--- src/hdl/integer_matrix_multiply_unit_defines.svh ---
// Assertion macros for the integer matrix multiply unit.
// Needs nothing else; included by files that carry concurrent checks.
`ifndef INTEGER_MATRIX_MULTIPLY_UNIT_DEFINES_SVH
`define INTEGER_MATRIX_MULTIPLY_UNIT_DEFINES_SVH

`ifndef ASSERT_OFF
// clocked check with explicit clock and active-low reset
`define IMM_ASSERT_CLK(lbl, clk_s, rstn_s, prop) \
  lbl: assert property (@(posedge clk_s) disable iff (!rstn_s) prop) \
    else $error("imm assertion failed");
// clocked check on the default clk / rst_n pair
`define IMM_ASSERT(lbl, prop) `IMM_ASSERT_CLK(lbl, clk, rst_n, prop)
`else
`define IMM_ASSERT_CLK(lbl, clk_s, rstn_s, prop)
`define IMM_ASSERT(lbl, prop)
`endif

`endif

--- src/hdl/imm_pkg.sv ---
// Shared types and constants for the integer matrix multiply unit.
// No dependencies.
package imm_pkg;

  localparam int MAX_DIM = 8;
  localparam int DEPTH   = MAX_DIM * MAX_DIM;
  localparam int DATA_W  = 32;
  localparam int DIM_W   = 4;
  localparam int IDX_W   = 3;
  localparam int ADDR_W  = 6;
  localparam int CNT_W   = 7;
  localparam int CFG_W   = 2;

  localparam logic [CFG_W-1:0] REG_ROWS_A    = 2'd0;
  localparam logic [CFG_W-1:0] REG_INNER_DIM = 2'd1;
  localparam logic [CFG_W-1:0] REG_COLS_B    = 2'd2;

  localparam logic [DIM_W-1:0] DIM_RESET = 4'd8;
  localparam logic [DIM_W-1:0] DIM_MAX   = 4'd8;
  localparam logic [DIM_W-1:0] DIM_MIN   = 4'd1;

  typedef struct packed {
    logic [DIM_W-1:0] m;  // rows of A
    logic [DIM_W-1:0] n;  // inner dimension
    logic [DIM_W-1:0] p;  // columns of B
  } dims_t;

  typedef struct packed {
    logic              we_a;
    logic              we_b;
    logic [ADDR_W-1:0] addr;
  } ram_wr_t;

  typedef struct packed {
    logic valid;
    logic first;
    logic last;
  } mac_tag_t;

  function automatic logic [DIM_W-1:0] clamp_dim(input logic [DIM_W-1:0] v);
    logic [DIM_W-1:0] r;
    r = v;
    if (v == '0) r = DIM_MIN;
    else if (v > DIM_MAX) r = DIM_MAX;
    return r;
  endfunction

endpackage

--- src/hdl/imm_ram.sv ---
// Matrix element store: one write port, one read port with registered data.
// Uses imm_pkg for depth and width.
module imm_ram (
  input  logic                              clk,
  input  logic                              we,
  input  logic [imm_pkg::ADDR_W-1:0]        waddr,
  input  logic [imm_pkg::DATA_W-1:0]        wdata,
  input  logic [imm_pkg::ADDR_W-1:0]        raddr,
  output logic [imm_pkg::DATA_W-1:0]        rdata
);

  logic [imm_pkg::DATA_W-1:0] mem [imm_pkg::DEPTH];
  logic [imm_pkg::DATA_W-1:0] rdata_r;

  always_ff @(posedge clk) begin
    if (we) begin
      mem[waddr] <= wdata;
    end
    rdata_r <= mem[raddr];
  end

  assign rdata = rdata_r;

endmodule

--- config.mk ---
export PLATFORM = sky130hd
export DESIGN_NAME = imm_ram
export DESIGN_NICKNAME = d
export VERILOG_FILES = /design/src/hdl/integer_matrix_multiply_unit_defines.svh /design/src/hdl/imm_pkg.sv /design/src/hdl/imm_ram.sv
export SDC_FILE = /design/constraint.sdc
export NUM_CORES = 2
export LEC_CHECK = 0
export BUFFER_PORTS_ARGS = -buffer_cell sky130_fd_sc_hd__buf_2
export CAP_MARGIN = 20
export CELL_PAD_IN_SITES_DETAIL_PLACEMENT = 2
export CELL_PAD_IN_SITES_GLOBAL_PLACEMENT = 2
export CORE_MARGIN = 5
export CORE_UTILIZATION = 46
export DETAILED_ROUTE_END_ITERATION = 6
export HOLD_SLACK_MARGIN = 0.12
export PLACE_DENSITY = 0.85
export SYNTH_ARGS = -nofsm -noshare
export SYNTH_HDL_FRONTEND = slang
export SYNTH_SLANG_ARGS = --single-unit
--- constraint.sdc ---
create_clock -name clk -period 4.4 [get_ports clk]
set_input_delay 1.32 -clock clk [delete_from_list [all_inputs] [get_ports clk]]
set_output_delay 1.32 -clock clk [all_outputs]
set_load 0.01 [all_outputs]
* Word level (Yosys, flattened, before mapping)
Memory sizes are Yosys's and may differ from the RTL's. A register that Yosys moved wholly into a read port is not among the register bits.
Index checks and enable logic that the tools add are counted.
** Word-level totals
- Output and inout bits :: 32
- Logic and storage cells :: 3
- Register bits after elaboration :: 0
- Memory bits (writable) :: 2048
- Input bits :: 46
- Memories kept :: 1
** Memory list
- mem :: depth 64, bits a word 32, read ports 1, clocked after memory_dff 1, write ports 1, RTL line imm_ram.sv:12 : logic [imm_pkg::DATA_W-1:0] mem [imm_pkg::DEPTH];
** Cells by class
- Muxes and demuxes :: 2
** Operators by type and width (count)
- 1-bit 2-to-1 mux :: 2

* Logic depth before layout (Yosys ltp)
- Depth after elaboration :: 2
- Mapped depth :: 10
- Gate-level depth less buffers :: 5

* Least setup slack after synthesis
OpenSTA, ideal clock, no wires.
- Path kind :: input to register
- Start point :: input waddr[3] in the netlist's numbering
- End point :: memory mem[48][0] in the netlist's numbering, enable pin
- Required time :: 3.939 ns
- Setup slack :: -0.080 ns
- Setup time :: 0.461 ns
- Arrival time :: 4.019 ns
- Stages :: 4
- Cells stage by stage :: clkbuf_1 > nor2b_1 > nand4b_1 > nor3_1
** RTL lines
- start: declaration :: RTL line imm_ram.sv:6 : input logic [imm_pkg::ADDR_W-1:0] waddr,
- end: declaration :: RTL line imm_ram.sv:12
No word-level cell before the write port.

==> results.toml <==
[status]
outcome = "completed"

[synth]
async_flop_share_pct = 0
ys.flop_type = "edfxtp_1"
yosysSeqAreaShare_pct = 79.14
syn_nets = 3370
synth_area_um2 = 78520
avgSynthCellArea_um2 = 23.62
synth_cell_types = 34
yosys_register_bits = 2080
ys_warn_count = 0
synth-edff-count = 2048
syn_inst = 3324

[routing]
wl_per_cell_um = 50.01
postRouteAntennaNets = 0
drt_iter0_drc = 6606
vias = 42120
drc = 0
wl_um = 303300
drt_pass1_iterations = 5
vias_per_cell = 6.943

[critical_path]
ff2ff_path_depth = 4
cp-end-kind = "register"
path_cells = "buf_8, buf_12, buf_4, mux4_2, mux4_2, o22ai_1, nor2_1"
start_kind = "input pin"
worstSetupPathType = "in2reg"
crit_arrival_ns = 4.34
cpMostUsedCell = "mux4_2"
required_ns = 5.09
cpMaxStageDelayCell = "o22ai_1"
worstSetupStartpoint = "raddr[0]"
path_max_fanout = 32
slowest_delay_ns = 0.71
reg2reg_from = "mem[12][9]$_DFFE_PP_"

[clock_tree]
numCtsBuffers = 212
post_cts.repair.setup_buffers = 0
clockBufferDepth = 3
clk_pin_slew_ns = 0.07
htree_levels = 4
cts_root_buf = "clkbuf_16"
cts_resized = 0
ctsHoldBuffers = 0
cts_tree = "yes"
clkLatencyLatePin_ns = 0.88
clock_sinks = 2080

[die]
die_w_um = 423.1
die_area_um2 = 179000
start_util_pct = 46.28
core.rowCount = 151
die_h_um = 423.1
core-area_um2 = 169700
ios = 78

[timing]
rsz0062_at_grt = "no"
hold_violations = 0
finalMaxSlewViolations = 0
finalSetupViolCount = 0
clock_skew_ns = 0.04577
tightestPinTransition_ns = 1.116
slew_headroom_pct = 25.62
fin_setup_tns_ns = 0
min_period_over_period_pct = 82.85
layout_setup_ws_ns = 0.7544
min_period_ns = 3.646
hold_ws_ns = 0.7849
timing.fmax_mhz = 274.3

[layout]
drive_above_1_share_pct = 31.38
final_cells = 6066
area_growth_pct = 15.49
ff_latch_area_um2 = 62140
final_util_pct = 53.45
multiInputGateArea_um2 = 15980
layout_commonest_cell = "edfxtp_1"
design_area_um2 = 90680
final_cell_mix = "2,048 x edfxtp_1, 544 x mux4_2, 217 x clkbuf_16"
final_nets = 3701
num-fill-cells = 14080

[global_routing]
grt_pass1_wl_um = 410500
grt_usage_pct = 33.88
antenna_found_initial = 20
grt_start_max_net_pins = 65
overflow = 0
grt_pass1_vias = 44430

[power]
power_frac_seq_pct = 51.3
ir_drop_v = 0.0004186
pwr-share-clk_pct = 43.3
p_int_mw = 33.00
finalPower_mw = 43.00
p_leak_nw = 28.38
p_comb_share_pct = 5.4
p_per_area_nw_per_um2 = 474.2
power_switching_mw = 10.00
sw_frac_of_total_pct = 23.26

[min_path]
hold_class = "in2reg"
whs_path_depth = 1
hold_start = "wdata[26]"

[job]
maxCapViolCount = 0

[placement]
io_buffers = 77
dpl_cell_area_um2 = 83530
dp_hpwl_um = 171000
place_ws_ns = -0.07437
dp_cells = 5645
gp_congestion = 0.7700
flip-flops by register name (all words and copies together) (netlist names):
signal,count
rdata,32
mem,2048
cell usage after synthesis (5+ instances only):
cell | number | area (um^2)
nand2_1 | 26 | 97.59
mux2i_1 | 93 | 930.9
a22oi_1 | 12 | 90.09
clkbuf_1 | 74 | 277.8
buf_4 | 25 | 187.7
buf_2 | 57 | 285.3
buf_6 | 5 | 56.30
nand3b_1 | 5 | 37.54
nor3_1 | 7 | 35.03
edfxtp_1 | 2048 | 61500
o22ai_1 | 84 | 525.5
nand3_1 | 5 | 25.02
nor2_1 | 137 | 514.2
a21oi_1 | 62 | 310.3
mux4_2 | 544 | 12250
dfxtp_1 | 32 | 640.6
nand2b_1 | 8 | 50.05
o221ai_1 | 27 | 236.5
a311oi_1 | 8 | 70.07
nor2b_1 | 15 | 93.84
buf_1 | 21 | 78.83
per-layer routing:
layer	up-vias	part of all wire [%]	track usage (%)
li1	14960	-	-
met4	6	5.3	15.54
met2	3256	51	56.88
met3	706	8.7	6.114
met1	23190	35	43.41
met5	-	0.012	0
critical path, delay by kind of cell:
| family | cells | cell delay, ns |
|---|---|---|
| buffers and inverters | 3 | 0.95 |
| and+or+nand+nor | 1 | 0.14 |
| muxes | 2 | 1.11 |
| AOI/OAI and AO/OA | 1 | 0.71 |
cell families after synthesis:
group                  Yosys count  share of synthesized area (%)
AND/OR/NAND/NOR                223                          1.265
multiplexers                   637                          16.79
buffers and inverters          182                          1.128
flip-flops                    2080                          79.14
AO/OA/AOI/OAI                  202                          1.673
area by class of cell:
| cell class | count | area share, % |
|---|---|---|
| Clock inverter | 100 | 1.057 |
| Timing Repair Buffer | 299 | 3.266 |
| Tap cell | 2218 | 3.060 |
| Sequential cell | 2080 | 68.53 |
| Clock buffer | 296 | 6.437 |
| Antenna cell | 11 | 0.03036 |
| Multi-Input combinational cell | 1062 | 17.62 |
power groups by stage:
stage / clock network [mW] / registers, mW / logic (mW)
after floorplan: 0 / 22.4 / 1.07
after global placement: 0 / 22.5 / 2.00
after detailed placement: 0 / 22.5 / 2.23
after CTS: 18.8 / 22.1 / 2.28
after global routing: 19.7 / 22.1 / 2.38
final: 18.6 / 22.1 / 2.33
path summary, 6_finish.rpt:
path | to | slack [ns]
max | rdata[9]$_DFF_P_ | 0.75
min | mem[11][26]$_DFFE_PP_ | 0.78
max reg2reg | rdata[9]$_DFF_P_ | 1.83
min reg2reg | rdata[4]$_DFF_P_ | 0.90
Power figures use the tool's default switching activity.
