==> src/hdl/integer_matrix_multiply_unit_defines.svh <==
// Assertion macros for the integer matrix multiply unit.
// Needs nothing else; included by files that carry concurrent checks.
`ifndef INTEGER_MATRIX_MULTIPLY_UNIT_DEFINES_SVH
`define INTEGER_MATRIX_MULTIPLY_UNIT_DEFINES_SVH

`ifndef ASSERT_OFF
// clocked check with explicit clock and active-low reset
`define IMM_ASSERT_CLK(lbl, clk_s, rstn_s, prop) \
  lbl: assert property (@(posedge clk_s) disable iff (!rstn_s) prop) \
    else $error("imm assertion failed");
// clocked check on the default clk / rst_n pair
`define IMM_ASSERT(lbl, prop) `IMM_ASSERT_CLK(lbl, clk, rst_n, prop)
`else
`define IMM_ASSERT_CLK(lbl, clk_s, rstn_s, prop)
`define IMM_ASSERT(lbl, prop)
`endif

`endif

==> src/hdl/imm_pkg.sv <==
// Shared types and constants for the integer matrix multiply unit.
// No dependencies.
package imm_pkg;

  localparam int MAX_DIM = 8;
  localparam int DEPTH   = MAX_DIM * MAX_DIM;
  localparam int DATA_W  = 32;
  localparam int DIM_W   = 4;
  localparam int IDX_W   = 3;
  localparam int ADDR_W  = 6;
  localparam int CNT_W   = 7;
  localparam int CFG_W   = 2;

  localparam logic [CFG_W-1:0] REG_ROWS_A    = 2'd0;
  localparam logic [CFG_W-1:0] REG_INNER_DIM = 2'd1;
  localparam logic [CFG_W-1:0] REG_COLS_B    = 2'd2;

  localparam logic [DIM_W-1:0] DIM_RESET = 4'd8;
  localparam logic [DIM_W-1:0] DIM_MAX   = 4'd8;
  localparam logic [DIM_W-1:0] DIM_MIN   = 4'd1;

  typedef struct packed {
    logic [DIM_W-1:0] m;  // rows of A
    logic [DIM_W-1:0] n;  // inner dimension
    logic [DIM_W-1:0] p;  // columns of B
  } dims_t;

  typedef struct packed {
    logic              we_a;
    logic              we_b;
    logic [ADDR_W-1:0] addr;
  } ram_wr_t;

  typedef struct packed {
    logic valid;
    logic first;
    logic last;
  } mac_tag_t;

  function automatic logic [DIM_W-1:0] clamp_dim(input logic [DIM_W-1:0] v);
    logic [DIM_W-1:0] r;
    r = v;
    if (v == '0) r = DIM_MIN;
    else if (v > DIM_MAX) r = DIM_MAX;
    return r;
  endfunction

endpackage

==> src/hdl/imm_mac.sv <==
// Shared multiply-accumulate: registered product, then registered sum.
// Uses imm_pkg for the tag type and widths.
module imm_mac (
  input  logic                       clk,
  input  logic                       rst_n,
  input  imm_pkg::mac_tag_t          tag,
  input  logic [imm_pkg::DATA_W-1:0] a,
  input  logic [imm_pkg::DATA_W-1:0] b,
  output logic [imm_pkg::DATA_W-1:0] acc,
  output logic                       done
);

  logic [imm_pkg::DATA_W-1:0] prod_r;
  logic [imm_pkg::DATA_W-1:0] acc_r;
  imm_pkg::mac_tag_t          ptag_r;
  logic                       done_r;

  always_ff @(posedge clk) begin
    if (!rst_n) begin
      ptag_r <= '0;
      done_r <= 1'b0;
    end else begin
      ptag_r <= tag;
      done_r <= ptag_r.valid && ptag_r.last;
    end
    prod_r <= a * b;  // low 32 bits only, wraps
    if (ptag_r.valid) begin
      acc_r <= ptag_r.first ? prod_r : acc_r + prod_r;
    end
  end

  assign acc  = acc_r;
  assign done = done_r;

endmodule

==> config.mk <==
export PLATFORM = sky130hd
export DESIGN_NAME = imm_mac
export DESIGN_NICKNAME = d
export VERILOG_FILES = /design/src/hdl/integer_matrix_multiply_unit_defines.svh /design/src/hdl/imm_pkg.sv /design/src/hdl/imm_mac.sv
export SDC_FILE = /design/constraint.sdc
export NUM_CORES = 1
export LEC_CHECK = 0
export ABC_AREA = 0
export BUFFER_PORTS_ARGS = -buffer_cell sky130_fd_sc_hd__buf_2
export CAP_MARGIN = 20
export CORE_UTILIZATION = 30
export DETAILED_ROUTE_END_ITERATION = 12
export PLACE_DENSITY_LB_ADDON = 0.05
export RECOVER_POWER = 25
export SLEW_MARGIN = 20
export SYNTH_ARGS = -nofsm -noshare
export SYNTH_HDL_FRONTEND = slang
export SYNTH_SLANG_ARGS = --single-unit
==> constraint.sdc <==
create_clock -name clk -period 7.9 [get_ports clk]
set_input_delay 0.79 -clock clk [delete_from_list [all_inputs] [get_ports clk]]
set_output_delay 0.79 -clock clk [all_outputs]
set_load 0.02 [all_outputs]
* After elaboration in Yosys (flattened, before gate mapping)
Index checks and enable logic that the tools add are counted.
W data, S select, Z words.
** Word-level totals
- Bits in registers :: 68
- Bits in latches :: 0
- RAM bits :: 0
- Bits in read-only memories :: 0
- Input port bits :: 69
- Logic and storage cells :: 10
- Memories kept :: 0
** Operators by class
- $add $sub $neg :: 1
- $mul :: 1
- Divide/modulo/power cells :: 0
- Magnitude comparators :: 0
- Equality and inequality tests :: 0
- Shift operators :: 0
- Multiplexer cells :: 1
- Bitwise logic cells :: 0
- Reduce and logical (&&, ||, !) cells :: 1
** Operators with widths (count)
- $add A32 B32 Y32 :: 1
- $mul A32 B32 Y32 :: 1
- $mux W32 :: 1
- $logic_and A1 B1 Y1 :: 1

* Longest topological paths before layout
- Depth in word-level cells :: 2
- Depth in mapped cells :: 27
- Mapped depth without buffers :: 25

* Least setup slack after synthesis
No wires, ideal clock.
- Path kind :: input port to flip-flop
- Start :: input a[12] (netlist bit)
- End :: register prod_r[30] (netlist bit)
- Setup time :: 0.072 ns
- Arrival :: 7.254 ns
- Required time :: 7.828 ns
- Setup slack :: 0.573 ns
- Stages on the path :: 26
- Cell sequence :: clkbuf_1 -> clkbuf_1 -> nand2_1 -> fa_1 -> inv_1 -> fa_1 -> inv_1 -> fa_1 -> fa_1 -> inv_1 -> fa_1 -> inv_1 -> fa_1 -> fa_1 -> fa_1 -> inv_1 -> ha_1 -> a21o_1 -> a21o_1 -> a21oi_1 -> o21ai_1 -> and3_1 -> a2111oi_2 -> o21ai_1 -> a21oi_1 -> xnor2_1
** Between the ends
- Cells in the longest elaborated chain, start to end :: 1
** RTL lines
- start: declaration :: RTL line imm_mac.sv:7 : input logic [imm_pkg::DATA_W-1:0] a,
- $mul A32 B32 Y32 :: RTL line imm_mac.sv:26 : prod_r <= a * b;
- end signal: assignment :: RTL line imm_mac.sv:26
- end: declaration :: RTL line imm_mac.sv:13 : logic [imm_pkg::DATA_W-1:0] prod_r;
No other way between the ends.
A chain may end at the register's enable or synchronous reset.

* Worst setup path after layout
- Start :: input b[10] (netlist bit)
- End :: register prod_r[30] (netlist bit)
** Between the ends
- Cells in the longest elaborated chain, start to end :: 1
** RTL lines
- start: declaration :: RTL line imm_mac.sv:8 : input logic [imm_pkg::DATA_W-1:0] b,
- $mul A32 B32 Y32 :: RTL line imm_mac.sv:26
No other way between the ends.

==> impl_results.md <==
* Nets in the synthesized netlist at 2716
* Total number of vias at 13360
* Kind of path behind the tightest hold check: flip-flop to flip-flop
* Number of primary I/O pins at 102
* Compound-gate portion of the synthesized area at 5.883%
* Postcts setup bufs at 0
* TritonCTS clock tree: built
* Largest fanout on the critical path at 22
* Area share of xor/xnor cells in the synthesized design at 5.125%
* Adder-cell area share of the yosys netlist at 52.84%
* Number of warnings printed during yosys synthesis at 0
* DRT Pass-1 Iters at 5
* Die X at 254.6 um
* Post-synth cell types at 53
* Outcome: finished with violations
* Kind of start point of the critical path: primary input
* Violated checks: max-capacitance violations, max-slew violations
* Simple-gate portion of the synthesized area at 17.30%
* Final RePlAce weighted congestion at 0.7738
* Worst Setup End Kind: flip-flop
* Setup CP Type: primary input to flip-flop
* Sum of negative setup slack at 0 ps
* Area of the mapped netlist at 19140 sq um
* Clock latency of the later-clocked register in the worst-skew pair at 340 ps
* Final Max Tran Viols at 34
* Via density per instance at 4.459
* Wire length of the first global-routing pass at 90490 um
* CP Data Arrival Time at 7640 ps
* Data required time of the critical path at 8170 ps
* Avg Synthesized Cell Area at 9.185 sq um
* Final hold violations at 0
* Unrepaired setup endpoints after global routing: no
* Final min period at 7369 ps
* Post-detail-place hpwl at 48700 um
* Via count of the first global-routing pass at 14700
* Antenna violations before repair at 0
* Maximum number of pins on one net before global-route repair at 66
* Final core utilization at 33.30%
* Count of cells resized by post-cts repair at 0
* Area overhead of the layout relative to synthesis at 9.739%
* Worst setup slack after layout at 531.2 ps
* Post-route ant nets at 0
* Die Footprint at 64820 sq um
* Total clock buffers created by CTS at 9
* Clock transition time at the flip-flop clock pins of the worst setup and hold paths at 60 ps
* Total of flip-flops plus latches after synthesis at 68
* Most instantiated flip-flop cell in the synthesis netlist: dfxtp_1
* Effective utilization at floorplan at 30.35%
* Final WL at 57180 um
* Worst setup slack after placement at 138.7 ps
* Core Footprint at 63080 sq um
* Top achievable clock speed at 135.7 MHz
* Remaining global-route overflow at 0
* Hold_buf cts at 0
* Post-synthesis mux area share at 0.1634%
* Setup Skew at 10.80 ps
* Mapped Cells at 2084
* Portion of the clock cycle consumed by the worst path in the final layout at 93.28%
* Part of the Yosys area used for sequential elements at 8.785%
* Setup violations, final at 0
* Max Cap Viol at 1
* Clock tree sinks at 68
* GRT Overall Usage at 18.62%
* Number of nets in the final layout at 2775
* DRC viols at 0
* Number of cells in the finished layout apart from fillers at 2995
* Longest Clk Path Bufs at 2
* Slew at the pin closest to its max-slew limit at 2138 ps
* Row Count at 92
* Count of input and output buffers at 101
* Fraction of layout cells with a size suffix above 1 at 7.775%
* Asr flop ratio synth at 0%
* Buffer cell driving the clock tree root: clkbuf_16
* Vertical die dimension at 254.6 um
* Dpl cells at 2978
* Worst slew margin at -42.55%
* Initial DRC count at 522
* Deepest level of the CTS H-tree at 3
* Routed length per placed instance at 19.09 um
* Combinational family with the most area after synthesis: adder cells
* Number of flops mapped to enable cells by yosys at 32
-- layer usage --
layer	global-route usage [%]	vias up	wire length (um)	part of all wire [%]
met1	29.18	6790	30880	54
li1	-	6378	-	-
met5	0	-	0	0
met4	2.190	0	329	0.58
met2	28.76	172	24740	43
met3	1.010	15	1232	2.2
-- flip-flops by register name, summed over array words and instances, names as in the netlist --
signal / flops
done: 1
prod_r: 32
ptag_r: 3
acc: 32
-- final cells by class --
cell class | count | area, sq um
inverters | 406 | 1524
clock buffers | 10 | 250.2
well taps | 846 | 1059
flip-flops and latches | 68 | 1683
diodes | 1 | 2.502
multi-input cells | 1513 | 15560
fillers | 6662 | 42070
repair buffers | 145 | 830.8
clock inverters | 6 | 92.59
-- layout by cell type (no fill, tap or decap), drive strengths merged, types with 3 or more instances in the layout --
cell type,count
o211ai,10
dfxtp,36
nand3,13
and2,275
xor2,37
inv,408
nand2,308
clkbuf,12
and3,7
a211oi,8
a21oi,45
and4,3
a21o,24
o21ai,49
fa,409
nand2b,4
ha,154
xnor2,75
edfxtp,32
nor3,9
nand4,3
o21bai,8
nor2,22
nor2b,7
buf,143
or3,3
o21a,5
-- path summary, 6_finish.rpt --
kind                            slack, ps            startpoint                 end  cells after the start
worst max-delay path                  530                 b[10]  prod_r[30]$_DFF_P_                     25
worst min-delay path                  450  ptag_r[0]$_SDFF_PN0_     done$_SDFF_PN0_                      1
worst max register to register       4710      acc[1]$_DFFE_PP_   acc[31]$_DFFE_PP_                     10
worst min register to register        450  ptag_r[0]$_SDFF_PN0_     done$_SDFF_PN0_                      1
-- logic make-up (layout without fill, tap and decap cells) --
family,Yosys count,in the layout
AO/OA/AOI/OAI,172,172
XOR/XNOR,112,112
buffers and inverters,503,567
flip-flops,68,68
other,0,1
multiplexers,3,3
adder cells (fa/ha/maj),563,563
AND/OR/NAND/NOR,663,663
-- metrics by stage --
stage	area, sq um	hold WS (ps)
after floorplan	19140	429.0
after global placement	20670	437.2
after detailed placement	20670	439.8
after CTS	21010	453.9
after global routing	21000	484.4
final	21010	452.1
-- critical path: stages --
cell	delay, ps
buf_2	420
nand2_1	140
fa_1	490
inv_1	50
fa_1	400
inv_1	80
fa_1	420
fa_1	570
inv_1	90
fa_1	500
inv_1	50
fa_1	550
fa_1	420
fa_1	490
inv_1	40
ha_1	310
a21o_1	190
a21o_1	160
a21oi_1	140
o21ai_1	100
and3_1	200
a2111oi_2	540
o21ai_1	150
a21oi_1	190
xnor2_1	130
-- synth_stat cells, drive strengths merged (3+ instances only) --
cell	n	area [sq um]
nand2	308	1156
o211ai	10	80.07
a211oi	8	60.06
and4	3	26.28
fa	409	8188
a21o	24	180.2
nor3	9	45.04
and3	7	43.79
nand2b	4	25.02
o21a	5	37.54
inv	406	1524
nand3	13	65.06
or3	3	18.77
o21ai	49	245.2
nand4	3	18.77
ha	154	1927
edfxtp	32	960.9
nor2b	7	43.79
xor2	37	324.1
a21oi	45	229.0
nor2	22	82.58
dfxtp	36	720.7
clkbuf	96	360.4
and2	275	1720
xnor2	75	656.9
o21bai	8	60.06
Power is left out: the tool's default activity adds up to more than one toggle a clock period on the data nets, which glitch-free logic cannot reach.
