File: src/hdl/integer_matrix_multiply_unit_defines.svh
// Assertion macros for the integer matrix multiply unit.
// Needs nothing else; included by files that carry concurrent checks.
`ifndef INTEGER_MATRIX_MULTIPLY_UNIT_DEFINES_SVH
`define INTEGER_MATRIX_MULTIPLY_UNIT_DEFINES_SVH

`ifndef ASSERT_OFF
// clocked check with explicit clock and active-low reset
`define IMM_ASSERT_CLK(lbl, clk_s, rstn_s, prop) \
  lbl: assert property (@(posedge clk_s) disable iff (!rstn_s) prop) \
    else $error("imm assertion failed");
// clocked check on the default clk / rst_n pair
`define IMM_ASSERT(lbl, prop) `IMM_ASSERT_CLK(lbl, clk, rst_n, prop)
`else
`define IMM_ASSERT_CLK(lbl, clk_s, rstn_s, prop)
`define IMM_ASSERT(lbl, prop)
`endif

`endif

File: src/hdl/imm_pkg.sv
// Shared types and constants for the integer matrix multiply unit.
// No dependencies.
package imm_pkg;

  localparam int MAX_DIM = 8;
  localparam int DEPTH   = MAX_DIM * MAX_DIM;
  localparam int DATA_W  = 32;
  localparam int DIM_W   = 4;
  localparam int IDX_W   = 3;
  localparam int ADDR_W  = 6;
  localparam int CNT_W   = 7;
  localparam int CFG_W   = 2;

  localparam logic [CFG_W-1:0] REG_ROWS_A    = 2'd0;
  localparam logic [CFG_W-1:0] REG_INNER_DIM = 2'd1;
  localparam logic [CFG_W-1:0] REG_COLS_B    = 2'd2;

  localparam logic [DIM_W-1:0] DIM_RESET = 4'd8;
  localparam logic [DIM_W-1:0] DIM_MAX   = 4'd8;
  localparam logic [DIM_W-1:0] DIM_MIN   = 4'd1;

  typedef struct packed {
    logic [DIM_W-1:0] m;  // rows of A
    logic [DIM_W-1:0] n;  // inner dimension
    logic [DIM_W-1:0] p;  // columns of B
  } dims_t;

  typedef struct packed {
    logic              we_a;
    logic              we_b;
    logic [ADDR_W-1:0] addr;
  } ram_wr_t;

  typedef struct packed {
    logic valid;
    logic first;
    logic last;
  } mac_tag_t;

  function automatic logic [DIM_W-1:0] clamp_dim(input logic [DIM_W-1:0] v);
    logic [DIM_W-1:0] r;
    r = v;
    if (v == '0) r = DIM_MIN;
    else if (v > DIM_MAX) r = DIM_MAX;
    return r;
  endfunction

endpackage

File: src/hdl/imm_if.sv
// Valid/ready channel interfaces of the integer matrix multiply unit.
// Uses imm_pkg for widths.
interface imm_in_if;
  logic                              valid;
  logic                              ready;
  logic signed [imm_pkg::DATA_W-1:0] element;

  modport source (output valid, output element, input ready);
  modport sink   (input valid, input element, output ready);
endinterface

interface imm_out_if;
  logic                              valid;
  logic                              ready;
  logic signed [imm_pkg::DATA_W-1:0] product;
  logic        [imm_pkg::IDX_W-1:0]  out_row;
  logic        [imm_pkg::IDX_W-1:0]  out_col;
  logic                              last;

  modport source (output valid, output product, output out_row, output out_col,
                  output last, input ready);
  modport sink   (input valid, input product, input out_row, input out_col,
                  input last, output ready);
endinterface

File: src/hdl/imm_seq.sv
// Sequencer: loads A and B, walks i/j/k over the shared MAC, holds the result.
// Uses imm_pkg, imm_in_if and imm_out_if.
module imm_seq (
  input  logic                        clk,
  input  logic                        rst_n,
  input  imm_pkg::dims_t              dims,
  input  logic                        restart,
  imm_in_if.sink                      in_req,
  imm_out_if.source                   out_res,
  output imm_pkg::ram_wr_t            ram_wr,
  output logic [imm_pkg::ADDR_W-1:0]  raddr_a,
  output logic [imm_pkg::ADDR_W-1:0]  raddr_b,
  output imm_pkg::mac_tag_t           tag,
  input  logic [imm_pkg::DATA_W-1:0]  mac_acc,
  input  logic                        mac_done
);

  typedef enum logic [1:0] {S_LOAD, S_ISSUE, S_DRAIN, S_EMIT} state_t;

  state_t                       state_r, state_nxt;
  logic                         loading_b_r, loading_b_nxt;
  logic [imm_pkg::CNT_W-1:0]    load_cnt_r, load_cnt_nxt;
  logic [imm_pkg::IDX_W-1:0]    i_r, i_nxt, j_r, j_nxt, k_r, k_nxt;
  logic [imm_pkg::ADDR_W-1:0]   a_base_r, a_base_nxt, b_ptr_r, b_ptr_nxt;
  imm_pkg::mac_tag_t            tag_r, tag_nxt;
  logic                         out_valid_r, out_valid_nxt;
  logic [imm_pkg::DATA_W-1:0]   product_r, product_nxt;
  logic [imm_pkg::IDX_W-1:0]    row_r, row_nxt, col_r, col_nxt;
  logic                         last_r, last_nxt;

  logic                         accept;
  logic [7:0]                   limit;
  logic [imm_pkg::CNT_W-1:0]    cnt_inc;
  logic [imm_pkg::DIM_W-1:0]    m_last, n_last, p_last;
  logic                         k_end, j_end, i_end;

  assign accept  = in_req.valid && (state_r == S_LOAD);
  assign limit   = loading_b_r ? ({4'd0, dims.n} * {4'd0, dims.p})
                               : ({4'd0, dims.m} * {4'd0, dims.n});
  assign cnt_inc = load_cnt_r + 1'b1;
  assign m_last  = dims.m - 1'b1;
  assign n_last  = dims.n - 1'b1;
  assign p_last  = dims.p - 1'b1;
  assign k_end   = ({1'b0, k_r} == n_last);
  assign j_end   = ({1'b0, j_r} == p_last);
  assign i_end   = ({1'b0, i_r} == m_last);

  always_comb begin
    state_nxt     = state_r;
    loading_b_nxt = loading_b_r;
    load_cnt_nxt  = load_cnt_r;
    i_nxt         = i_r;
    j_nxt         = j_r;
    k_nxt         = k_r;
    a_base_nxt    = a_base_r;
    b_ptr_nxt     = b_ptr_r;
    tag_nxt       = '0;
    out_valid_nxt = out_valid_r;
    product_nxt   = product_r;
    row_nxt       = row_r;
    col_nxt       = col_r;
    last_nxt      = last_r;

    case (state_r)
      S_LOAD: begin
        if (accept) begin
          if ({1'b0, cnt_inc} == limit) begin
            load_cnt_nxt = '0;
            if (!loading_b_r) begin
              loading_b_nxt = 1'b1;
            end else begin
              loading_b_nxt = 1'b0;
              state_nxt     = S_ISSUE;
              i_nxt         = '0;
              j_nxt         = '0;
              k_nxt         = '0;
              a_base_nxt    = '0;
              b_ptr_nxt     = '0;
            end
          end else begin
            load_cnt_nxt = cnt_inc;
          end
        end
      end
      S_ISSUE: begin
        tag_nxt.valid = 1'b1;
        tag_nxt.first = (k_r == '0);
        tag_nxt.last  = k_end;
        if (k_end) begin
          k_nxt     = '0;
          state_nxt = S_DRAIN;
        end else begin
          k_nxt     = k_r + 1'b1;
          b_ptr_nxt = b_ptr_r + {2'b00, dims.p};
        end
      end
      S_DRAIN: begin
        if (mac_done) begin
          product_nxt   = mac_acc;
          row_nxt       = i_r;
          col_nxt       = j_r;
          last_nxt      = i_end && j_end;
          out_valid_nxt = 1'b1;
          state_nxt     = S_EMIT;
        end
      end
      S_EMIT: begin
        if (out_res.ready) begin
          out_valid_nxt = 1'b0;
          if (last_r) begin
            state_nxt = S_LOAD;
          end else begin
            state_nxt = S_ISSUE;
            if (j_end) begin
              j_nxt      = '0;
              i_nxt      = i_r + 1'b1;
              a_base_nxt = a_base_r + {2'b00, dims.n};
            end else begin
              j_nxt = j_r + 1'b1;
            end
            b_ptr_nxt = {3'b000, j_nxt};
          end
        end
      end
      default: begin
        state_nxt = S_LOAD;
      end
    endcase

    // register write restarts loading
    if (restart) begin
      load_cnt_nxt  = '0;
      loading_b_nxt = 1'b0;
    end
  end

  always_ff @(posedge clk) begin
    if (!rst_n) begin
      state_r     <= S_LOAD;
      loading_b_r <= 1'b0;
      load_cnt_r  <= '0;
      tag_r       <= '0;
      out_valid_r <= 1'b0;
    end else begin
      state_r     <= state_nxt;
      loading_b_r <= loading_b_nxt;
      load_cnt_r  <= load_cnt_nxt;
      tag_r       <= tag_nxt;
      out_valid_r <= out_valid_nxt;
    end
    i_r       <= i_nxt;
    j_r       <= j_nxt;
    k_r       <= k_nxt;
    a_base_r  <= a_base_nxt;
    b_ptr_r   <= b_ptr_nxt;
    product_r <= product_nxt;
    row_r     <= row_nxt;
    col_r     <= col_nxt;
    last_r    <= last_nxt;
  end

  assign in_req.ready    = (state_r == S_LOAD);
  assign ram_wr.we_a     = accept && !loading_b_r;
  assign ram_wr.we_b     = accept && loading_b_r;
  assign ram_wr.addr     = load_cnt_r[imm_pkg::ADDR_W-1:0];
  assign raddr_a         = a_base_r + {3'b000, k_r};
  assign raddr_b         = b_ptr_r;
  assign tag             = tag_r;

  assign out_res.valid   = out_valid_r;
  assign out_res.product = product_r;
  assign out_res.out_row = row_r;
  assign out_res.out_col = col_r;
  assign out_res.last    = last_r;

endmodule

File: src/flat_wrapper.sv
// flat-port wrapper written by rule: the top's interface ports become plain ports
module imm_seq_flat 
  (clk, rst_n, dims, restart, ram_wr, raddr_a, raddr_b, tag, mac_acc, mac_done, in_req_valid, in_req_element, in_req_ready, out_res_valid, out_res_product, out_res_out_row, out_res_out_col, out_res_last, out_res_ready);
  imm_in_if in_req_i ();
  imm_out_if out_res_i ();
  input  logic clk;
  input  logic rst_n;
  input  imm_pkg::dims_t dims;
  input  logic restart;
  output imm_pkg::ram_wr_t ram_wr;
  output logic [imm_pkg::ADDR_W-1:0] raddr_a;
  output logic [imm_pkg::ADDR_W-1:0] raddr_b;
  output imm_pkg::mac_tag_t tag;
  input  logic [imm_pkg::DATA_W-1:0] mac_acc;
  input  logic mac_done;
  input wire logic [$bits(in_req_i.valid)-1:0] in_req_valid;
  input wire logic [$bits(in_req_i.element)-1:0] in_req_element;
  output wire logic [$bits(in_req_i.ready)-1:0] in_req_ready;
  output wire logic [$bits(out_res_i.valid)-1:0] out_res_valid;
  output wire logic [$bits(out_res_i.product)-1:0] out_res_product;
  output wire logic [$bits(out_res_i.out_row)-1:0] out_res_out_row;
  output wire logic [$bits(out_res_i.out_col)-1:0] out_res_out_col;
  output wire logic [$bits(out_res_i.last)-1:0] out_res_last;
  input wire logic [$bits(out_res_i.ready)-1:0] out_res_ready;
  assign in_req_i.valid = in_req_valid;
  assign in_req_i.element = in_req_element;
  assign in_req_ready = in_req_i.ready;
  assign out_res_valid = out_res_i.valid;
  assign out_res_product = out_res_i.product;
  assign out_res_out_row = out_res_i.out_row;
  assign out_res_out_col = out_res_i.out_col;
  assign out_res_last = out_res_i.last;
  assign out_res_i.ready = out_res_ready;
  imm_seq u_core (.clk(clk), .rst_n(rst_n), .dims(dims), .restart(restart), .in_req(in_req_i), .out_res(out_res_i), .ram_wr(ram_wr), .raddr_a(raddr_a), .raddr_b(raddr_b), .tag(tag), .mac_acc(mac_acc), .mac_done(mac_done));
endmodule
File: config.mk
export PLATFORM = sky130hd
export DESIGN_NAME = imm_seq_flat
export DESIGN_NICKNAME = d
export VERILOG_FILES = /design/src/hdl/integer_matrix_multiply_unit_defines.svh /design/src/hdl/imm_pkg.sv /design/src/hdl/imm_if.sv /design/src/hdl/imm_seq.sv /design/src/flat_wrapper.sv
export SDC_FILE = /design/constraint.sdc
export NUM_CORES = 1
export LEC_CHECK = 0
export BUFFER_PORTS_ARGS = -buffer_cell sky130_fd_sc_hd__buf_4
export CAP_MARGIN = 20
export CORE_ASPECT_RATIO = 0.7
export CORE_UTILIZATION = 40
export CTS_CLUSTER_DIAMETER = 40
export DETAILED_ROUTE_END_ITERATION = 8
export PLACE_DENSITY = 0.71
export RECOVER_POWER = 50
export SYNTH_ARGS = -nofsm -noshare
export SYNTH_HDL_FRONTEND = slang
export SYNTH_SLANG_ARGS = --single-unit
File: constraint.sdc
create_clock -name clk -period 6.2 [get_ports clk]
set_input_delay 0.62 -clock clk [delete_from_list [all_inputs] [get_ports clk]]
set_output_delay 0.62 -clock clk [all_outputs]
set_load 0.01 [all_outputs]
Word-level counts from Yosys, hierarchy flattened
Cells that the tools add are included.

storage, ports and cells
  register bits = 74
  output and inout port bits = 64
  bits of input ports = 82
  logic and storage cells = 106

cells by class
  $add $sub $neg = 10
  $mul = 2
  bitwise gates (word level) = 1
  equal/unequal tests = 16
  reductions and logical operators = 22
  multiplexer cells = 39

operator list
  kind                   count
  $mux W6                9
  $mux W3                11
  $pmux W3 S2            3
  $pmux W6 S3            1
  $mul A4 B4 Y8          2
  $reduce_and A7 Y1      2
  $add A6 B4 Y6          2
  $eq A3 B4 Y1           3
  $mux W2                6
  $pmux W6 S2            1
  $reduce_and A6 Y1      2
  $sub A4 B1 Y4 const B  3
  $ne A2 B1 Y1 const B   5
  $add A3 B1 Y3 const B  3
  $eq A7 B8 Y1           1
  $mux W8                1
  $ne A2 B2 Y1 const B   4
  $pmux W2 S4            1
  $add A7 B1 Y7 const B  1
  $mux W7                1
  $add A6 B3 Y6          1
  $reduce_and A2 Y1      3
  $reduce_and A3 Y1      2
  $reduce_bool A2 Y1     3
  12 further kinds       19

Depth between registers and ports, before layout
  depth after elaboration = 6
  depth in mapped cells = 14
  depth with buffers taken out = 14

Worst setup path before layout
OpenSTA, ideal clock, no wires.

  path type = input port to flip-flop
  start = input port dims[7] (netlist bit)
  end = register u_core.b_ptr_r (netlist bit u_core.raddr_b[0]) (enable)
  buffers on the path = 1
  slack = 1.658 ns
  data required time = 5.819 ns
  stages on the path = 13
  library setup time = 0.381 ns
  data arrival time = 4.161 ns
  cell sequence = clkbuf_1 nand2_1 fa_1 fa_1 inv_1 fa_1 nand3_1 a21oi_1 nor4_1 xor2_1 and3_1 nand2_1 a221oi_1

on the way
  cells in the longest elaborated chain, start to end = 5
  elaborated cells between the ends (all ways) = 9
  classes of those cells = add/sub: 1; mul: 2; eq/ne: 4; mux: 1; reduce/logical: 1

RTL lines
  what                              RTL line                      source
  start: declaration                flat_wrapper.sv:8             input imm_pkg::dims_t dims;
  $mul A4 B4 Y8 (on tied branches)  imm_seq.sv:39, imm_seq.sv:38
  $mux W8                           imm_seq.sv:38                 assign limit = loading_b_r ? ({4'd0, dims.n} * {4'd0, dims.p})
  $eq A7 B8 Y1                      imm_seq.sv:67                 if ({1'b0, cnt_inc} == limit) begin
  $ne A2 B1 Y1 (no line)            --
  $reduce_and A7 Y1 (no line) (*)   --
  end signal: assignment            imm_seq.sv:155                b_ptr_r <= b_ptr_nxt;
  end: declaration                  imm_seq.sv:24                 logic [imm_pkg::ADDR_W-1:0] a_base_r, a_base_nxt, b_ptr_r, b_ptr_nxt;

Every way passes the cells marked *; elsewhere a longest branch is shown, timed or not.
A chain may end at the register's enable or synchronous reset.

Final worst setup path
  start = input port dims[4] (netlist bit)
  end = register u_core.b_ptr_r (netlist bit u_core.raddr_b[2]) (enable)

The elaborated chain is that of the path after synthesis.

==> results.json <==
{
  "status": "completed",
  "postPlaceCellArea_um2": 5680,
  "r2r-end": "u_core.raddr_b[2]",
  "hold_buffers": 0,
  "cts_root_buf": "clkbuf_16",
  "die_area_um2": 12300,
  "synthSimpleGateAreaFrac": 0.165,
  "synth_cell_types": 54,
  "detail-route-antenna-nets": 0,
  "grt_max_degree": 41,
  "cp_max_fo": 10,
  "synth.net_count": 575,
  "vdd_drop_max_v": 0.000135,
  "period_share": 0.806,
  "setup_ws_ns": 1.20,
  "dieHeight_um": 93.0,
  "cts.sinks": 74,
  "worstPathArrival_ns": 4.95,
  "max_cap_violations": 0,
  "insertion_delay_ns": 0.34,
  "wl_per_cell_um": 15.9,
  "maxSlewViolCount": 0,
  "startpoint": "dims[4]",
  "cts_made_buffers": 9,
  "final_nets": 683,
  "worstMarginPinSlew_ns": 0.987,
  "crit_type": "primary input to flip-flop",
  "cts_tree": "built",
  "clk_pin_slew_ns": 0.06,
  "grt_pass1_wl_um": 17700,
  "power.density_nw_per_um2": 217,
  "reg2reg_from": "u_core.load_cnt_r[0]",
  "yosysTopAreaCell": "edfxtp_1",
  "post_cts_resized": 0,
  "critPathCapture": "u_core.raddr_b[2]",
  "final_area_um2": 5760,
  "cp-end-kind": "flip-flop",
  "place_hpwl_um": 8480,
  "seq_area_frac_synth": 0.440,
  "fin_crit_ns": 5.00,
  "fmax_mhz": 200,
  "crit_slowest_cell": "a221oi_1",
  "dp_cells": 685,
  "io_pins": 146,
  "seqPwrFrac": 0.436,
  "rows": 32,
  "syn_avg_cell_area_um2": 10.9,
  "worst_setup_path_start_kind": "primary input",
  "p_clk_frac": 0.403,
  "path_cells": "clkbuf_1, nand2_1, fa_1, fa_1, inv_1, fa_1, mux2i_1, xnor2_1, xnor2_1, nor4_4, and2b_1, nand2_1, a221oi_1",
  "syn-instance-count": 435,
  "ys_top_cells_by_count": "edfxtp_1, ha_1, inv_1, nand2_1, nor2_1",
  "die-width_um": 132,
  "routed_wl_um": 11100,
  "drive_gt1_frac": 0.150,
  "place_ws_ns": 1.14,
  "cp.required_ns": 6.15,
  "ys.flop_type": "edfxtp_1",
  "yosysMostFrequentCell": "edfxtp_1",
  "clock_path_buffers": 2,
  "place.gp.congestion": 0.892,
  "slowest_delay_ns": 0.89,
  "fin_skew_ns": 0.00847,
  "drt_iter0_drc": 237,
  "hold_viol": 0,
  "portBuffers": 113,
  "worstRegToRegCells": 8,
  "fin_cells": 700,
  "drtPass1Iterations": 5,
  "intPower_w": 0.000936,
  "p_sw_w": 0.000314,
  "holdWs_ns": 0.467,
  "insertedDiodeCount": 0,
  "postCtsSetupRepairBufs": 0,
  "grt_pass1_vias": 3490,
  "p_comb_frac": 0.161,
  "yosysWarningCount": 0,
  "switching_share": 0.251,
  "syn2layout_area_growth_pct": 21.6,
  "max_slew_margin": 0.342,
  "synth_top_family_by_area": "adder cells",
  "path_common_cell": "fa_1",
  "synth_edf_count": 60,
  "antenna_found_initial": 0,
  "async_flop_share": 0,
  "htreeDepth": 3,
  "hold_class": "flip-flop to flip-flop",
  "ys_ff_latch": 74,
  "core-area_um2": 11300,
  "rsz0062_at_grt": "no",
  "grt_overflow": 0,
  "drc": 0,
  "synth-compound-area-share": 0.0938,
  "start_util": 0.421,
  "final-setup-viol-count": 0,
  "yosys.area_share.xor_xnor": 0.0682,
  "synth_top_area_share": 0.380,
  "yosys-top-cells-area": "edfxtp_1, ha_1, dfxtp_1",
  "fin_setup_tns_ns": 0,
  "track_usage": 0.187,
  "leakagePower_nw": 2.42,
  "syn_area_um2": 4740,
  "synth.mux.area_fraction": 0.0159,
  "timing.reg2reg.setup_slack_ns": 2.33,
  "synthAdderAreaFrac": 0.171,
  "routed_via_density": 5.20,
  "vias": 3639
}
-- area by class of cell --
| class | instances | area [µm²] |
|---|---|---|
| repair buffers | 113 | 642 |
| clock buffers | 10 | 229 |
| clock inverters | 5 | 56.3 |
| flip-flops and latches | 74 | 2080 |
| fillers | 1040 | 5490 |
| inverters | 33 | 124 |
| well taps | 153 | 191 |
| multi-input cells | 312 | 2430 |
-- state kept, by name, summed over array words and instances, names as in the netlist --
name                    flops
u_core.out_res.valid        1
u_core.a_base_r             6
u_core.load_cnt_r           7
u_core.loading_b_r          1
u_core.j_r                  3
u_core.state_r              2
u_core.raddr_b              6
u_core.out_res.out_col      3
u_core.i_r                  3
u_core.k_r                  3
u_core.out_res.out_row      3
u_core.tag                  3
u_core.out_res.product     32
u_core.out_res.last         1
-- critical path, delay by kind of cell --
family,cells,cell delay (ns)
buffers and inverters,2,0.43
AND/OR/NAND/NOR,4,0.85
adder cells (fa/ha/maj),3,1.53
XOR/XNOR,2,0.33
AO/OA/AOI/OAI,1,0.89
multiplexers,1,0.30
-- power by group through the flow --
stage	logic [W]	clock network, W	registers, W
after floorplan	0.000128	0	0.000558
after global placement	0.000198	0	0.000555
after detailed placement	0.000204	0	0.000556
after CTS	0.000206	0.000513	0.000545
after global routing	0.000224	0.000533	0.000546
final	0.000202	0.000504	0.000545
-- routing by layer --
layer / share of wire / vias to the layer above / global-route usage
li1: - / 1752 / -
met1: 0.49 / 1742 / 0.278
met2: 0.44 / 136 / 0.268
met3: 0.065 / 9 / 0.0450
met4: 0.0094 / 0 / 0.0533
met5: 0 / - / 0
-- cell families (layout without fill, tap and decap cells) --
group / count (synthesis) / after routing
AOI/OAI and AO/OA: 65 / 65
xor gates and xnor gates: 36 / 36
adders and majority gates: 58 / 58
buffers and inverters: 49 / 161
DFF: 74 / 74
muxes: 7 / 7
and+or+nand+nor: 146 / 146
-- cell usage in the layout, fill, tap and decap left out, types with 2 or more instances in the layout --
cell type  count
o21ai_0       11
nor3_1         7
nor4_1         4
a221oi_1       2
xnor2_1       20
fa_1          11
o211ai_1       2
nand2b_1       4
buf_4         26
a31oi_1        2
edfxtp_1      60
nand3_1       13
and2_0         3
clkbuf_4      32
a21o_1        11
o2111ai_1      2
dfxtp_1       14
nand2_1       33
nor2_1        26
xor2_1        15
and3_1         9
clkbuf_16      9
a221o_1        2
nor3b_1        7
a21oi_1       22
clkbuf_1      56
and2_1        15
clkinv_2       2
or3_1          2
ha_1          47
nor2b_1       12
inv_1         33
mux2i_1        6
-- through the flow --
stage	utilization	total power [W]
2_1_floorplan	-	0.000686
3_3_place_gp	0.505	0.000753
3_5_place_dp	0.505	0.000759
4_1_cts	0.530	0.00126
5_1_grt	0.512	0.00130
6_report	0.512	0.00125
-- worst min-delay path by stage --
stage | startpoint | endpoint | slack, ns | cells after the start
CTS | mac_acc[2] | u_core.out_res.product[2] | 0.45 | 1
finish | u_core.load_cnt_r[6] | u_core.load_cnt_r[6] | 0.47 | 2
global placement | u_core.load_cnt_r[6] | u_core.load_cnt_r[6] | 0.45 | 2
detailed placement | u_core.load_cnt_r[6] | u_core.load_cnt_r[6] | 0.46 | 2
floorplan | u_core.load_cnt_r[6] | u_core.load_cnt_r[6] | 0.44 | 2
global route | mac_acc[21] | u_core.out_res.product[21] | 0.47 | 1
No activity file was read; power rests on OpenSTA's default activity.
